**src/rtl/dla_pkg.sv**
```systemverilog
package dla_pkg;

    localparam int STORE_DEPTH_DEFAULT = 4096;

    localparam int SAMPLE_W   = 16;
    localparam int DIST_W     = 16;
    localparam int DELAY_W    = 12;
    localparam int COEFF_W    = 16;
    localparam int MODE_W     = 2;
    localparam int CFG_IDX_W  = 2;
    localparam int CFG_DATA_W = 16;
    localparam int S_DATA_W   = SAMPLE_W + DIST_W;
    localparam int M_DATA_W   = SAMPLE_W;

    localparam int RED_CNT_W  = $clog2(DELAY_W);
    localparam int DIV_NUM_W  = SAMPLE_W + 8;
    localparam int DIV_DEN_W  = DIST_W + 2;
    localparam int DIV_CNT_W  = $clog2(DIV_NUM_W + 1);
    localparam int ACC_W      = 2 * (SAMPLE_W + 1);
    localparam int PC_W       = 4;

    localparam logic [DIV_CNT_W-1:0] DIV_STEPS = DIV_CNT_W'(DIV_NUM_W);

    typedef enum logic [CFG_IDX_W-1:0] {
        REG_DELAY = 2'd0,
        REG_COEFF = 2'd1,
        REG_PATH  = 2'd2,
        REG_MODE  = 2'd3
    } cfg_reg_t;

    typedef enum logic [MODE_W-1:0] {
        MODE_RAW   = 2'd0,
        MODE_AIR   = 2'd1,
        MODE_ATTEN = 2'd2
    } out_mode_t;

    typedef enum logic [3:0] {
        OP_NOP      = 4'd0,
        OP_ACCEPT   = 4'd1,
        OP_RED_INIT = 4'd2,
        OP_RED_STEP = 4'd3,
        OP_RD_SET   = 4'd4,
        OP_READ     = 4'd5,
        OP_LOAD_S   = 4'd6,
        OP_FILT_MUL = 4'd7,
        OP_FILT_RND = 4'd8,
        OP_DIV_INIT = 4'd9,
        OP_DIV_STEP = 4'd10,
        OP_DIV_FIN  = 4'd11,
        OP_OUT_LOAD = 4'd12
    } op_t;

    typedef enum logic [3:0] {
        COND_NEVER     = 4'd0,
        COND_ALWAYS    = 4'd1,
        COND_NO_INPUT  = 4'd2,
        COND_NO_RELOAD = 4'd3,
        COND_RED_BUSY  = 4'd4,
        COND_MODE_RAW  = 4'd5,
        COND_MODE_AIR  = 4'd6,
        COND_DIV_BUSY  = 4'd7,
        COND_OUT_BUSY  = 4'd8
    } cond_t;

    typedef struct packed {
        op_t             op;
        cond_t           cond;
        logic [PC_W-1:0] target;
    } uword_t;

    typedef struct packed {
        logic in_valid;
        logic reload_pend;
        logic red_busy;
        logic mode_raw;
        logic mode_air;
        logic div_busy;
        logic out_busy;
    } dp_status_t;

    localparam logic [PC_W-1:0] PC_ACCEPT   = 4'd0;
    localparam logic [PC_W-1:0] PC_RED_STEP = 4'd2;
    localparam logic [PC_W-1:0] PC_READ     = 4'd4;
    localparam logic [PC_W-1:0] PC_DIV_STEP = 4'd9;
    localparam logic [PC_W-1:0] PC_OUT      = 4'd11;

    function automatic uword_t ucode_word(input logic [PC_W-1:0] pc);
        uword_t w;
        unique case (pc)
            4'd0:    w = '{op: OP_ACCEPT,   cond: COND_NO_INPUT,  target: PC_ACCEPT};
            4'd1:    w = '{op: OP_RED_INIT, cond: COND_NO_RELOAD, target: PC_READ};
            4'd2:    w = '{op: OP_RED_STEP, cond: COND_RED_BUSY,  target: PC_RED_STEP};
            4'd3:    w = '{op: OP_RD_SET,   cond: COND_NEVER,     target: PC_ACCEPT};
            4'd4:    w = '{op: OP_READ,     cond: COND_NEVER,     target: PC_ACCEPT};
            4'd5:    w = '{op: OP_LOAD_S,   cond: COND_MODE_RAW,  target: PC_OUT};
            4'd6:    w = '{op: OP_FILT_MUL, cond: COND_NEVER,     target: PC_ACCEPT};
            4'd7:    w = '{op: OP_FILT_RND, cond: COND_MODE_AIR,  target: PC_OUT};
            4'd8:    w = '{op: OP_DIV_INIT, cond: COND_NEVER,     target: PC_ACCEPT};
            4'd9:    w = '{op: OP_DIV_STEP, cond: COND_DIV_BUSY,  target: PC_DIV_STEP};
            4'd10:   w = '{op: OP_DIV_FIN,  cond: COND_NEVER,     target: PC_ACCEPT};
            4'd11:   w = '{op: OP_OUT_LOAD, cond: COND_OUT_BUSY,  target: PC_OUT};
            default: w = '{op: OP_NOP,      cond: COND_ALWAYS,    target: PC_ACCEPT};
        endcase
        return w;
    endfunction

endpackage

```
**src/rtl/dla_sequencer.sv**
```systemverilog
module dla_sequencer (
    input  logic                    aclk,
    input  logic                    aresetn,
    input  dla_pkg::dp_status_t     status,
    output dla_pkg::op_t            op
);
    import dla_pkg::*;

    logic [PC_W-1:0] pc_reg;
    logic [PC_W-1:0] pc_next;
    uword_t          uw;
    logic            take_jump;

    assign uw = ucode_word(pc_reg);
    assign op = uw.op;

    always_comb begin
        unique case (uw.cond)
            COND_NEVER:     take_jump = 1'b0;
            COND_ALWAYS:    take_jump = 1'b1;
            COND_NO_INPUT:  take_jump = !status.in_valid;
            COND_NO_RELOAD: take_jump = !status.reload_pend;
            COND_RED_BUSY:  take_jump = status.red_busy;
            COND_MODE_RAW:  take_jump = status.mode_raw;
            COND_MODE_AIR:  take_jump = status.mode_air;
            COND_DIV_BUSY:  take_jump = status.div_busy;
            COND_OUT_BUSY:  take_jump = status.out_busy;
            default:        take_jump = 1'b1;
        endcase
        pc_next = take_jump ? uw.target : PC_W'(pc_reg + 1'b1);
    end

    always_ff @(posedge aclk) begin
        if (!aresetn) begin
            pc_reg <= PC_ACCEPT;
        end else begin
            pc_reg <= pc_next;
        end
    end

endmodule

```
**config.mk**
```make
export PLATFORM = sky130hd
export DESIGN_NAME = dla_sequencer
export DESIGN_NICKNAME = d
export VERILOG_FILES = /design/src/rtl/dla_pkg.sv /design/src/rtl/dla_sequencer.sv
export SDC_FILE = /design/constraint.sdc
export NUM_CORES = 1
export LEC_CHECK = 0
export BUFFER_PORTS_ARGS = -buffer_cell sky130_fd_sc_hd__buf_4
export CAP_MARGIN = 0
export CORE_UTILIZATION = 35
export CTS_CLUSTER_SIZE = 14
export DETAILED_ROUTE_END_ITERATION = 8
export PLACE_DENSITY = 0.6
export SLEW_MARGIN = 20
export SYNTH_ARGS = -nofsm -noshare
export SYNTH_HDL_FRONTEND = slang
export SYNTH_SLANG_ARGS = --single-unit
```
**constraint.sdc**
```tcl
create_clock -name aclk -period 5.9 [get_ports aclk]
set_clock_uncertainty 0.05 [all_clocks]
set_input_delay 0.885 -clock aclk [delete_from_list [all_inputs] [get_ports aclk]]
set_output_delay 0.885 -clock aclk [all_outputs]
set_load 0.01 [all_outputs]
```
Word-level counts from Yosys, hierarchy flattened
Memory sizes are Yosys's and may differ from the RTL's. A register that Yosys moved wholly into a read port is not among the register bits. Index checks and enable logic that the tools add are counted.

Bits in registers: 4. Bits in read-only memories: 192. Input port bits: 9. Output and inout bits: 4. Word-level logic and storage cells: 16. Memories: 1.

Memories: (name not given) (depth 16, bits a word 12, read ports 1, clocked after Yosys merged registers in 1, wr ports 0, RTL line dla_pkg.sv:89) `unique case (pc)`.

Add/subtract/negate cells: 1. Eq/ne operators: 7. Multiplexer cells: 3. Reduce and logical (&&, ||, !) cells: 3.

Operators with widths (count): 4-bit by 3-bit == test with 1-bit output (second input constant) (4); 4-bit by 2-bit == test with 1-bit output (second input constant) (2); 4-bit two-way mux (2); 1-bit case mux with 8 select lines (1); 4-bit by 1-bit adder with 4-bit output (second input constant) (1); 4-bit == test (second input constant) (1); 4-bit zero test (1); 1-bit zero test (2).

Logic depth before layout (Yosys ltp)
Depth in word-level cells: 4. Gate-level depth with buffers: 12. Gate-level depth less buffers: 11.

Least setup slack after synthesis
Ideal clock, no wire load.

Path type: input to register. From: input status[2] (netlist bit). To: register uw[5] (netlist name). Arrival time: 2.724 ns. Data required time: 5.785 ns. Setup slack: 3.061 ns. Cell stages on the path: 11. Path through: and2b_1 -> o21ai_2 -> a31oi_4 -> buf_6 -> nand2_2 -> o21ai_1 -> and2_1 -> ha_1 -> nor2_1 -> a2111oi_2 -> nand4b_1.

Cells in the longest elaborated chain, start to end: 3.

RTL lines: start, declared (RTL line dla_sequencer.sv:4) `input dla_pkg::dp_status_t status,`; 1-bit case mux with 8 select lines (RTL line dla_sequencer.sv:18) `unique case (uw.cond)`; 4-bit two-way mux (RTL line dla_sequencer.sv:30) `pc_next = take_jump ? uw.target : PC_W'(pc_reg + 1'b1);`; 4-bit two-way mux (no source line).

Every way passes these cells. A chain may end at the register's enable or synchronous reset.

Final worst setup path
From: input status[2] (netlist bit). To: register uw[5] (netlist name).

Cells in the longest elaborated chain, start to end: 3.

RTL lines (RTL line): 1-bit case mux with 8 select lines (dla_sequencer.sv:18); 4-bit two-way mux (dla_sequencer.sv:30); 4-bit two-way mux (no source line).

Every way passes these cells.

==> flow_summary.rst <==
.. list-table::
   :header-rows: 1

   * - Metric
     - Value
   * - Sequential element share of the synthesized area
     - 30.23%
   * - Final worst path period share
     - 52.51%
   * - Clock H-tree levels
     - 1
   * - Worst-skew pair later-pin latency
     - 0.29 ns
   * - Biggest fanout along the worst timing path
     - 11
   * - ANT nets after route
     - 0
   * - Number of max-capacitance violations reported
     - 0
   * - Clock period minus final worst setup slack
     - 3.098 ns
   * - Antenna violations before repair
     - 0
   * - Final number of setup-violating endpoints
     - 0
   * - Iteration count of the initial detailed-routing pass
     - 4
   * - Post-synth net total
     - 128
   * - Clock root buffer
     - clkbuf_4
   * - Unrepaired setup endpoints after global routing
     - no
   * - Total routing usage reported by global routing
     - 14.98%
   * - Number of buffers on the longest clock path
     - 2
   * - Outcome
     - finished, final reports clean
   * - Data required time at the worst endpoint
     - 6.08 ns
   * - Total wirelength of the detailed-routed design
     - 2.167 mm
   * - Warning count from the yosys run
     - 0
   * - Metal1 wirelength
     - 1.054 mm
   * - Share of cells above drive strength 1
     - 21.77%
   * - Buffers added on ports
     - 12
   * - Row count
     - 18
   * - VDD IR max
     - 0.2416 mV
   * - Final Wtd Congestion
     - 0.8214
   * - Core box area
     - 2567 sq um
   * - Mean Syn Cell Area
     - 8.715 sq um
   * - Nature of the critical path endpoint
     - flop
   * - Arrival time of data at the critical path endpoint
     - 3.28 ns
   * - Critical Path Source Type
     - input pin
   * - Die Span X
     - 55.28 um
   * - Via count of the routed design
     - 844
   * - DR vias/cell
     - 5.481
   * - Clock sink total
     - 15
   * - Unique masters post-synth
     - 46
   * - Number of buffers created by CTS
     - 3
   * - Clock transition at the register clock pins on the worst setup and hold paths after CTS
     - 0.09 ns
   * - Sum of net half-perimeters after detailed placement
     - 1.591 mm
   * - Final Slew Violations
     - 0
   * - Number of nets in the layout
     - 139
   * - Die height
     - 55.28 um
   * - Placed insts
     - 150
   * - Static leakage
     - 0.4293 nW
   * - Effective utilization at floorplan
     - 38.69%
   * - Cts-stage hold buffer count
     - 0
   * - Peak clock frequency supported by timing
     - 322.8 MHz
   * - Growth of design area from synthesis to finish
     - 10.96%
   * - Global-route wire length before repair
     - 3.629 mm
   * - Slew at the pin closest to its max-slew limit
     - 0.5501 ns
   * - Max FFs per register
     - 11
   * - Floorplan die area
     - 3055 sq um
   * - Fraction of post-synthesis cell area in the top cell type by area
     - 30.23%
   * - Wire length on met3
     - 66 um
   * - Hold Path Class
     - reg -> reg
   * - Most used cells in the layout excluding fill and tap cells
     - 15 x dfxtp_1, 12 x buf_4, 10 x nand2_1
   * - DRT iter0 DRCs
     - 19
   * - Residual overflow from global routing
     - 0
   * - Ports placed on the boundary
     - 13
   * - Master of the slowest instance on the critical path
     - a31oi_4
   * - Number of remaining DRC errors
     - 0
   * - FILL cells
     - 273
   * - CTS tree
     - yes
   * - Top Layer Used
     - met4
   * - Setup Total Neg Slack
     - 0 ns
   * - Maximum number of pins on one net before global-route repair
     - 16
   * - Slew Limit Headroom
     - 63.33%
   * - Via count of the first global-routing pass
     - 816
   * - Antenna cells
     - 0
   * - DR WL met2
     - 1.005 mm
   * - Final hold violation count
     - 0
   * - Synth top area cells
     - dfxtp_1 30%, ha_1 6.3%, nand2_1 3.8%
   * - Cell Chain, Critical Path
     - buf_4 > and2b_1 > o21ai_2 > a31oi_4 > nand2_2 > o21ai_1 > and2_1 > ha_1 > nor2_1 > a2111oi_2 > nand4b_1
   * - Power per cell area
     - 425.1 nW/um^2
   * - Total standard cell area after synthesis
     - 993.5 sq um
   * - Post-synth top area cell
     - dfxtp_1
   * - Pwr Total
     - 0.0004686 W
   * - Number of resized instances in the post-cts repair step
     - 0
   * - Total setup buffers inserted after CTS
     - 0
   * - Routed WL per cell
     - 14.07 um
   * - Hold_ws
     - 0.5575 ns
   * - Crit Path Class
     - in -> reg
   * - Post-synthesis sequential element count
     - 15
   * - Post-layout instance count excluding filler cells
     - 154
   * - Largest incremental delay on the critical path
     - 0.37 ns
   * - Number of instances in the synthesized netlist
     - 114
   * - Most common library cell in the layout ignoring fill and taps
     - dfxtp_1
==> where the power goes <==
| group | switching [W] | internal (W) |
|---|---|---|
| Sequential | 0.0000277 | 0.000133 |
| Clock | 0.0000336 | 0.0000263 |
| Combinational | 0.000143 | 0.000105 |
==> Yosys cell counts (all sizes together) <==
cell type	count
a31oi	2
o22ai	3
or2	1
nor2	8
ha	5
or3	2
xnor2	1
nand2b	5
nand3	1
o2bb2ai	1
nor2b	4
o21bai	1
a211oi	3
a31o	1
a21boi	1
clkbuf	1
and3	1
buf	5
nor3	5
mux2i	1
nor3b	1
mux2	1
and2b	2
a2111oi	1
and2	3
a21o	1
nand2	11
nand3b	1
nor4	2
inv	3
a21oi	6
o21ai	9
nand4b	1
nand4	1
xor2	2
dfxtp	15
a221o	1
nor4b	1
==> final cells by class <==
cell class	count	area, sq um	share of cell area (%)
flip-flops and latches	15	300.3	27.24
well taps	30	37.54	3.405
inverters	3	11.26	1.022
clock buffers	4	26.28	2.384
repair buffers	12	90.09	8.173
multi-input cells	90	636.9	57.78
==> logic make-up (layout without fill, tap and decap cells) <==
family          count (synthesis)  in the layout  synth area share, %
flops                          15             15                30.23
mux                             2              2                2.141
simple gates                   50             50                28.84
compound gates                 30             30                24.18
buf+inv                         9             19                5.667
xor+xnor                        3              3                2.645
fa+ha+maj                       5              5                6.297
==> metrics by stage <==
stage,instance area [sq um],utilization [%],setup slack (ns)
finish,1102,42.93,2.802
detailed placement,1076,41.91,2.593
CTS,1102,42.93,2.796
floorplan,993.5,-,3.061
global placement,1076,41.91,2.666
global route,1102,42.93,2.605
==> layer usage <==
| layer | track usage [%] | up-vias |
|---|---|---|
| li1 | - | 430 |
| met1 | 18.95 | 394 |
| met2 | 25.13 | 15 |
| met3 | 1.639 | 5 |
| met4 | 7.500 | 0 |
| met5 | 0 | - |
==> path summary, 6_finish.rpt <==
kind,from,endpoint,slack [ns],cells past startpoint
min reg2reg,uw[1]$_DFF_P_,pc_reg[1]$_SDFF_PN0_,0.56,2
max reg2reg,uw[6]$_DFF_P_,uw[5]$_DFF_P_,3.08,10
min,uw[1]$_DFF_P_,pc_reg[1]$_SDFF_PN0_,0.56,2
max,status[2],uw[5]$_DFF_P_,2.80,11
==> worst max-delay path, delay by kind of cell <==
family	cells	cell delay (ns)
AOI/OAI and AO/OA	4	1.11
adders and majority gates	1	0.28
buffers and inverters	1	0.10
and+or+nand+nor	5	0.89
Power figures use the tool's default switching activity.
